$ cat src/rtl/core/wpp_ram.sv
// ----------------------------------------------------------------------------
// wpp_ram
// generic single write, single read ram with registered read data
// ----------------------------------------------------------------------------
module wpp_ram #(
  parameter int Width = 32,
  parameter int Depth = 8,
  localparam int AddrW = (Depth > 1) ? $clog2(Depth) : 1
) (
  input  logic             clk_i,
  input  logic             we_i,
  input  logic [AddrW-1:0] waddr_i,
  input  logic [Width-1:0] wdata_i,
  input  logic             re_i,
  input  logic [AddrW-1:0] raddr_i,
  output logic [Width-1:0] rdata_o
);

  logic [Width-1:0] mem_q [Depth];
  logic [Width-1:0] rdata_q;

  always_ff @(posedge clk_i) begin
    if (we_i) begin
      mem_q[waddr_i] <= wdata_i;
    end
    if (re_i) begin
      rdata_q <= mem_q[raddr_i];
    end
  end

  assign rdata_o = rdata_q;

endmodule

$ cat config.mk
export PLATFORM = sky130hd
export DESIGN_NAME = wpp_ram
export DESIGN_NICKNAME = d
export VERILOG_FILES = /design/src/rtl/core/wpp_ram.sv
export SDC_FILE = /design/constraint.sdc
export NUM_CORES = 1
export LEC_CHECK = 0
export BUFFER_PORTS_ARGS = -buffer_cell sky130_fd_sc_hd__buf_2
export CAP_MARGIN = 20
export CELL_PAD_IN_SITES_DETAIL_PLACEMENT = 0
export CELL_PAD_IN_SITES_GLOBAL_PLACEMENT = 2
export CORE_MARGIN = 2
export CORE_UTILIZATION = 40
export CTS_CLUSTER_SIZE = 10
export DETAILED_ROUTE_END_ITERATION = 8
export HOLD_SLACK_MARGIN = 0.03
export MAX_ROUTING_LAYER = met4
export PLACE_DENSITY = 0.71
export SYNTH_ARGS = -nofsm -noshare
export SYNTH_HDL_FRONTEND = slang
export SYNTH_SLANG_ARGS = --single-unit
export TNS_END_PERCENT = 1
$ cat constraint.sdc
create_clock -name clk_i -period 4.5 [get_ports clk_i]
set_clock_uncertainty 0.15 [all_clocks]
set_input_delay 0.225 -clock clk_i [delete_from_list [all_inputs] [get_ports clk_i]]
set_output_delay 0.225 -clock clk_i [all_outputs]
set_load 0.05 [all_outputs]
# Word level (Yosys, flattened, before mapping)
# Memories as Yosys holds them, arrays and structs flattened. A register that Yosys moved wholly into a read port is not among the register bits.
# Index checks and enable logic that the tools add are counted.
[op_classes] n_mux=2
[op_table] operator="$mux W1" count=2
[word_totals] ff_bits=0 ramBits=256 in_bits=41 output_inout_bits=32 elab_cells=3 n_memories=1
[mem_list] name="mem_q" words=8 word_bits=32 rd=1 rd_clocked_by_memory_dff=1 wr=1 line="19" source="logic [Width-1:0] mem_q [Depth];"

# Longest topological paths before layout
# Gate-level depths: netlist (run 1).
[depth] ltp_word=2 mapped_depth=4 mapped_depth_nobuf=2

# Worst setup path before layout (run 1)
# No wires, ideal clock.
[synth_timing] kind="input port to flip-flop" start="input waddr_i[2]" end="memory mem_q[0][0] (enable)" setup_time_ps=461 t_arrival_ps=2611 t_required_ps=3889 setup_slack_ps=1278 cell_stages=2 path_buffers=0 path_cell_list="nand2b_1 nor3_1"
[synth_lines] element="from (decl)" line="12" source="input logic [AddrW-1:0] waddr_i,"
[synth_lines] element="to (decl)" line="19"
# Straight into the memory's write port.

==> load_flow_metrics.sql, run 1 <==
INSERT INTO impl_metrics (metric_group, metric, value, unit) VALUES
('status', 'outcome', 'finished, final reports clean', ''),
('setup_path', 'critical_path.endpoint_type', 'flip-flop', ''),
('global_routing', 'grt_max_degree', '34', ''),
('floorplanning', 'core', '0.0267', 'mm²'),
('route', 'vias', '4673', ''),
('power_and_ir_drop', 'worst_ir_drop_vdd', '264', 'µV'),
('setup_path', 'worstPathArrival', '2110', 'ps'),
('setup_path', 'crit_path_slowest_cell', 'sky130_fd_sc_hd__buf_2', ''),
('floorplanning', 'die_width', '168', 'µm'),
('synthesis', 'synth.yosys.seq_area_share', '80.2', '%'),
('layout', 'final-seq-area', '0.00865', 'mm²'),
('power_and_ir_drop', 'cellPowerDensity', '455', 'mW/mm²'),
('cts', 'cts-buffers-inserted', '35', ''),
('synthesis', 'synth-adder-area-share', '0', '%'),
('route', 'drt_pass1_iterations', '4', ''),
('placement', 'finalWeightedCongestion', '0.653', ''),
('global_routing', 'antenna_found_initial', '0', ''),
('setup_path', 'startpoint_type', 'input port', ''),
('layout', 'post_route_cells_drive_above_1_share', '33.4', '%'),
('flow_run', 'max-cap-violations', '0', ''),
('synthesis', 'yosysWarnings', '0', ''),
('setup_path', 'worstPathMaxFanout', '33', ''),
('synthesis', 'synth-async-reset-ratio', '0', '%'),
('route', 'post-route-drc-count', '0', ''),
('synthesis', 'yosysTopAreaCell', 'sky130_fd_sc_hd__edfxtp_1', ''),
('setup_path', 'cp_cell_sequence', 'buf_2 -> buf_4 -> mux4_2 -> mux2_2', ''),
('timing', 'postLayoutSetupSlackWorst', '2470', 'ps'),
('timing', 'setup_total_negative_slack', '0', 'ps'),
('cts', 'clock_tree_from_tritoncts', 'yes', ''),
('cts', 'clkSlewWorstSetupHoldPaths', '50', 'ps'),
('synthesis', 'postSynthNetCount', '456', ''),
('route', 'totalWireLength', '20.3', 'mm'),
('placement', 'place_worst_setup_slack', '1940', 'ps'),
('layout', 'fin_nets', '590', ''),
('global_routing', 'wire_length_of_the_first_global_routing_pass', '30.6', 'mm'),
('placement', 'detailed_place_hpwl', '10.8', 'mm'),
('placement', 'buffer_ports.inserted', '72', ''),
('synthesis', 'synth.top_cells.by_area', 'sky130_fd_sc_hd__edfxtp_1, sky130_fd_sc_hd__mux4_1, sky130_fd_sc_hd__mux4_2', ''),
('timing', 'grt_setup_unrepaired', 'false', ''),
('synthesis', 'synth_simple_gate_area_share', '0.545', '%'),
('layout', 'area.growth.synth_to_final', '19.2', '%'),
('synthesis', 'compound_gate_portion_of_the_synthesized_area', '0', '%'),
('global_routing', 'grt_usage', '15.1', '%'),
('global_routing', 'grt-ovfl-total', '0', ''),
('floorplanning', 'initial_utilization', '40.4', '%'),
('synthesis', 'synth.cell_area', '0.0108', 'mm²'),
('synthesis', 'dominant_combinational_cell_family_by_area_after_synthesis', 'multiplexers', ''),
('power_and_ir_drop', 'power', '5.85', 'mW'),
('synthesis', 'synth-main-ff-cell', 'sky130_fd_sc_hd__edfxtp_1', ''),
('cts', 'clock_sink_count', '288', ''),
('timing', 'slew_headroom', '30.0', '%'),
('setup_path', 'slowest_delay', '630', 'ps'),
('setup_path', 'worstSetupPathType', 'in2reg', ''),
('placement', 'placedInstanceArea', '0.0116', 'mm²'),
('synthesis', 'most_frequent_cell_after_synthesis', 'sky130_fd_sc_hd__edfxtp_1', ''),
('floorplanning', 'die_height', '168', 'µm'),
('timing', 'report.final.setup_viol', '0', ''),
('layout', 'fin_area', '0.0129', 'mm²'),
('synthesis', 'synth-edff-count', '288', ''),
('synthesis', 'ys_ff_latch', '288', ''),
('route', 'first_iter_violations', '310', ''),
('cts', 'clkLatencyLatePin', '490', 'ps'),
('timing', 'min_period_over_period', '45.2', '%'),
('global_routing', 'first_global_vias', '5119', ''),
('hold_path', 'hold_path.class', 'in2reg', ''),
('synthesis', 'yosys.area_share.xor_xnor', '0', '%'),
('timing', 'finalHoldViolations', '0', ''),
('power_and_ir_drop', 'leakage_power_figure', '4.30', 'nW'),
('synthesis', 'synth_top_cell_area_share', '80.2', '%'),
('timing', 'period_needed', '2030', 'ps'),
('route', 'vias_per_cell', '5.22', '');
## final timing paths
| kind | cells past startpoint | from | slack (ps) | end |
|---|---|---|---|---|
| max | 4 | raddr_i[2] | 2470 | rdata_o[18]$_DFFE_PP_ |
| min | 3 | waddr_i[0] | 230 | mem_q[5][31]$_DFFE_PP_ |
| max reg2reg | 2 | mem_q[3][24]$_DFFE_PP_ | 2940 | rdata_o[24]$_DFFE_PP_ |
| min reg2reg | 2 | mem_q[0][16]$_DFFE_PP_ | 590 | rdata_o[16]$_DFFE_PP_ |
## layer usage
metal | wire (µm) | track usage [%] | part of all wire [%] | up-vias
met5 | 0 | - | 0 | -
met1 | 8710 | 19.1 | 43 | 2455
met4 | 360 | 4.39 | 1.8 | 0
li1 | - | - | - | 2067
met3 | 815 | 2.40 | 4.0 | 32
met2 | 10400 | 25.5 | 51 | 119
## layout make-up
type / count / share of cell area [%]
clock inverters: 2 / 0.0973
repair buffers: 115 / 5.96
flip-flops and latches: 288 / 67.3
multi-input cells: 109 / 16.1
clock buffers: 40 / 7.29
well taps: 341 / 3.32
## cell families after synthesis
| group | Yosys count |
|---|---|
| DFF | 288 |
| muxes | 96 |
| buffers and inverters | 18 |
| and+or+nand+nor | 13 |
## timing repair
action | 4_1_cts | 5_1_grt
gates resized for setup | 0 | 0
setup endpoints to repair | 0 | 0
hold buffers | 32 | 0
hold endpoints to repair | 256 | 0
setup buffers | 0 | 0
## state kept, by name (all words and copies together) (netlist names)
name and cells:
rdata_o 32, mem_q 256
## critical path: cells and delay by family
kind | cells | cell delay (ps)
mux | 2 | 650
buf+inv | 2 | 1190
## per-stage QoR
stage	hold slack, ps	instances
after floorplan	174	415
after global placement	334	821
after detailed placement	349	821
after CTS	228	895
after global routing	275	895
final	231	895
## power breakdown
group	switching [mW]	internal [mW]
registers	0.0238	3.07
logic	0.228	0.146
clock network	0.934	1.45
total	1.19	4.67
## layout by cell type (no fill, tap or decap)
cell type,n
sky130_fd_sc_hd__nor2_4,6
sky130_fd_sc_hd__dlygate4sd3_1,32
sky130_fd_sc_hd__nand2_1,2
sky130_fd_sc_hd__nor3_2,2
sky130_fd_sc_hd__nand2b_1,3
sky130_fd_sc_hd__edfxtp_1,288
sky130_fd_sc_hd__clkinv_1,1
sky130_fd_sc_hd__clkbuf_16,37
sky130_fd_sc_hd__mux4_2,24
sky130_fd_sc_hd__buf_4,12
sky130_fd_sc_hd__buf_2,71
sky130_fd_sc_hd__mux2_2,32
sky130_fd_sc_hd__inv_6,1
sky130_fd_sc_hd__clkbuf_1,3
sky130_fd_sc_hd__mux4_1,40
(Power assumes the default switching activity.)
==> run 2, diff against run 1 <==
--- a/config.mk
+++ b/config.mk
@@ -5,6 +5,7 @@
 export SDC_FILE = /design/constraint.sdc
 export NUM_CORES = 1
 export LEC_CHECK = 0
+export ABC_AREA = 1
 export BUFFER_PORTS_ARGS = -buffer_cell sky130_fd_sc_hd__buf_2
 export CAP_MARGIN = 20
 export CELL_PAD_IN_SITES_DETAIL_PLACEMENT = 0
@@ -15,7 +16,7 @@
 export DETAILED_ROUTE_END_ITERATION = 8
 export HOLD_SLACK_MARGIN = 0.03
 export MAX_ROUTING_LAYER = met4
-export PLACE_DENSITY = 0.71
+export PLACE_DENSITY = 0.83
 export SYNTH_ARGS = -nofsm -noshare
 export SYNTH_HDL_FRONTEND = slang
 export SYNTH_SLANG_ARGS = --single-unit
==> constraint.sdc (replaced) <==
create_clock -name clk_i -period 2.05 [get_ports clk_i]
set_clock_uncertainty 0.15 [all_clocks]
set_input_delay 0.1025 -clock clk_i [delete_from_list [all_inputs] [get_ports clk_i]]
set_output_delay 0.1025 -clock clk_i [all_outputs]
set_load 0.05 [all_outputs]
==> run 2 against run 1 <==
Sequential cell count did not move. Non-clock buffer count rose by 17. Critical path depth fell by 3. Sequential power rose by 120%. First-iteration DRC count rose by 27%. Cell area rose by 12%. Power rose by 120%. Die area rose by 13%. Worst setup slack got worse by 1900 ps. Synthesized area rose by 13%. Register-to-register slack got worse by 2100 ps. Largest power group unchanged. Highest routed layer unchanged.
==> load_flow_metrics.sql, run 2 <==
INSERT INTO impl_metrics (metric_group, metric, value, unit) VALUES
('status', 'outcome', 'finished, final reports clean', ''),
('floorplanning', 'dieArea', '0.0319', 'mm²'),
('timing', 'grt_setup_unrepaired', 'false', ''),
('cts', 'cts_setup_buffers', '0', ''),
('placement', 'detailed_place_hpwl', '13.1', 'mm'),
('route', 'ant_nets', '0', ''),
('setup_path', 'critical_path.endpoint_type', 'output pin', ''),
('floorplanning', 'core', '0.0298', 'mm²'),
('floorplanning', 'num_rows', '63', ''),
('setup_path', 'cp_cell_sequence', 'buf_2', ''),
('layout', 'mostFrequentLayoutCell', 'sky130_fd_sc_hd__nand2_1', ''),
('setup_path', 'worstPathArrival', '1190', 'ps'),
('synthesis', 'synth_top_cell_area_share', '70.9', '%'),
('floorplanning', 'io_pins', '73', ''),
('synthesis', 'synth.cell_area', '0.0122', 'mm²'),
('synthesis', 'synth-edff-count', '288', ''),
('power_and_ir_drop', 'cellPowerDensity', '903', 'mW/mm²'),
('cts', 'clock_tree.root_cell', 'sky130_fd_sc_hd__clkbuf_16', ''),
('power_and_ir_drop', 'power', '13.0', 'mW'),
('synthesis', 'synth.yosys.seq_area_share', '70.9', '%'),
('cts', 'clock_sink_count', '288', ''),
('route', 'post-route-drc-count', '0', ''),
('setup_path', 'crit_path_slowest_cell', 'sky130_fd_sc_hd__edfxtp_1', ''),
('synthesis', 'syn-mean-instance-area', '10.5', 'µm²'),
('setup_path', 'critical_path_required', '1800', 'ps'),
('synthesis', 'synth-main-ff-cell', 'sky130_fd_sc_hd__edfxtp_1', ''),
('synthesis', 'postSynthNetCount', '1197', ''),
('timing', 'period_needed', '1440', 'ps'),
('global_routing', 'first_global_vias', '7137', ''),
('timing', 'setup_total_negative_slack', '0', 'ps'),
('synthesis', 'synth-async-reset-ratio', '0', '%'),
('hold_path', 'hold_path.class', 'in2reg', ''),
('layout', 'layout.cells.most_common_list', 'sky130_fd_sc_hd__nand2_1, sky130_fd_sc_hd__edfxtp_1, sky130_fd_sc_hd__inv_1', ''),
('setup_path', 'kind_of_cell_adding_the_most_delay_to_the_critical_path', 'flip-flops', ''),
('placement', 'finalWeightedCongestion', '0.720', ''),
('synthesis', 'post_synth_inst_count', '1156', ''),
('timing', 'max_freq', '0.693', 'GHz'),
('floorplanning', 'initial_utilization', '40.9', '%'),
('timing', 'finalHoldViolations', '0', ''),
('cts', 'max-clock-path-buffers', '3', ''),
('cts', 'cts-buffers-inserted', '35', ''),
('global_routing', 'grt_usage', '17.4', '%'),
('floorplanning', 'die_width', '179', 'µm'),
('route', 'vias', '7494', ''),
('setup_path', 'worstSetupPathType', 'reg2out', ''),
('cts', 'clkLatencyLatePin', '500', 'ps'),
('power_and_ir_drop', 'worst_ir_drop_vdd', '720', 'µV'),
('layout', 'fin_nets', '1318', ''),
('flow_run', 'max-cap-violations', '0', ''),
('synthesis', 'yosysTopAreaCell', 'sky130_fd_sc_hd__edfxtp_1', ''),
('placement', 'place_worst_setup_slack', '488', 'ps'),
('layout', 'largest_reg_flops', '256', ''),
('layout', 'post_route_cells_drive_above_1_share', '11.3', '%'),
('layout', 'utilization', '48.4', '%'),
('global_routing', 'antenna_found_initial', '0', ''),
('global_routing', 'grt_max_degree', '129', ''),
('cts', 'clock_tree_from_tritoncts', 'yes', ''),
('synthesis', 'most_frequent_cell_after_synthesis', 'sky130_fd_sc_hd__nand2_1', ''),
('synthesis', 'ys_ff_latch', '288', ''),
('setup_path', 'slowest_delay', '400', 'ps'),
('route', 'drt_pass1_iterations', '6', ''),
('placement', 'buffer_ports.inserted', '72', ''),
('timing', 'worst-slew-pin-transition', '722', 'ps'),
('cts', 'cts-htree-levels', '2', ''),
('timing', 'max_slew_vio_count', '0', ''),
('synthesis', 'synth_commonest_cells', 'sky130_fd_sc_hd__nand2_1, sky130_fd_sc_hd__edfxtp_1, sky130_fd_sc_hd__inv_1', ''),
('route', 'vias_per_cell', '4.48', ''),
('global_routing', 'wire_length_of_the_first_global_routing_pass', '40.2', 'mm'),
('power_and_ir_drop', 'leakage_power_figure', '6.49', 'nW'),
('layout', 'reg_with_most_ffs', 'mem_q', ''),
('timing', 'final.hold.worst_slack', '150', 'ps'),
('route', 'first_iter_violations', '395', ''),
('global_routing', 'grt-ovfl-total', '0', ''),
('timing', 'postLayoutSetupSlackWorst', '606', 'ps'),
('layout', 'diodes', '0', ''),
('synthesis', 'synth.top_cells.by_area', 'sky130_fd_sc_hd__edfxtp_1, sky130_fd_sc_hd__nand2_1, sky130_fd_sc_hd__inv_1', ''),
('setup_path', 'crit_buf_inv', '1', ''),
('route', 'totalWireLength', '25.6', 'mm'),
('synthesis', 'yosysWarnings', '0', ''),
('synthesis', 'netlist_cell_types', '11', ''),
('timing', 'report.final.setup_viol', '0', ''),
('route', 'drt-wirelength-per-cell', '15.3', 'µm'),
('timing', 'slew_headroom', '51.9', '%'),
('setup_path', 'startpoint_type', 'flip-flop', ''),
('timing', 'min_period_over_period', '70.4', '%'),
('layout', 'area.growth.synth_to_final', '18.2', '%'),
('setup_path', 'worstPathMaxFanout', '1', ''),
('floorplanning', 'die_height', '179', 'µm'),
('cts', 'clkSlewWorstSetupHoldPaths', '50', 'ps');
## run 2: cell count changes in the layout (fill, tap and decap cells not counted), moves of 3 or more
cell / before / now
sky130_fd_sc_hd__inv_1: 0 / 260
sky130_fd_sc_hd__buf_12: 0 / 13
sky130_fd_sc_hd__mux2_2: 32 / 0
sky130_fd_sc_hd__mux4_2: 24 / 0
sky130_fd_sc_hd__mux4_1: 40 / 0
sky130_fd_sc_hd__nand3_1: 0 / 128
sky130_fd_sc_hd__nand2_1: 2 / 422
sky130_fd_sc_hd__clkbuf_1: 3 / 7
sky130_fd_sc_hd__nand2b_1: 3 / 0
## run 2: logic make-up (layout without fill, tap and decap cells)
kind of cell,Yosys count,after routing,synth area share (%)
DFF,288,288,70.9
buffers and inverters,310,438,10.6
and+or+nand+nor,558,558,18.5
## run 2: metal layers
| layer | routed length [µm] | part of all wire [%] | up-vias | track usage [%] |
|---|---|---|---|---|
| met1 | 11800 | 46 | 3493 | 22.6 |
| met4 | 452 | 1.8 | 0 | 4.37 |
| met5 | 0 | 0 | - | - |
| li1 | - | - | 3835 | - |
| met2 | 12400 | 48 | 126 | 28.9 |
| met3 | 946 | 3.7 | 40 | 2.71 |
## run 2: metrics by stage
step                cell area, µm²  instances
finish                       14400       1674
global route                 14400       1674
CTS                          14400       1674
detailed placement           13200       1596
global placement             13200       1596
floorplan                    12200       1156
## run 2: path summary, 6_finish.rpt
path | end | slack (ps) | cells past startpoint | start
hold / removal | mem_q[7][10]$_DFFE_PP_ | 150 | 4 | waddr_i[1]
hold reg to reg | rdata_o[0]$_DFFE_PP_ | 550 | 6 | mem_q[1][0]$_DFFE_PP_
setup / recovery | rdata_o[3] | 610 | 1 | rdata_o[3]$_DFFE_PP_
setup reg to reg | rdata_o[8]$_DFFE_PP_ | 890 | 6 | mem_q[5][8]$_DFFE_PP_
## run 2: power by group
group,total (mW),switching (mW),internal [mW],leakage (nW)
Sequential,6.79,0.0525,6.73,2.64
Combinational,1.05,0.732,0.313,3.40
Clock,5.18,2.12,3.06,0.444
Total,13.0,2.90,10.1,6.49
## run 2: final cells by class
cell class	instances	area [µm²]
inverter	262	985
clock inverter	2	16.3
multi-input combinational	558	2310
fill	2715	15400
sequential	288	8650
clock buffer	42	902
timing repair buffer	132	1060
tap	390	488
## run 2: timing repair
| action | in CTS | in global routing |
|---|---|---|
| gates resized for setup | 0 | 0 |
| endpoints found under the hold margin | 273 | 0 |
| hold buffers | 34 | 0 |
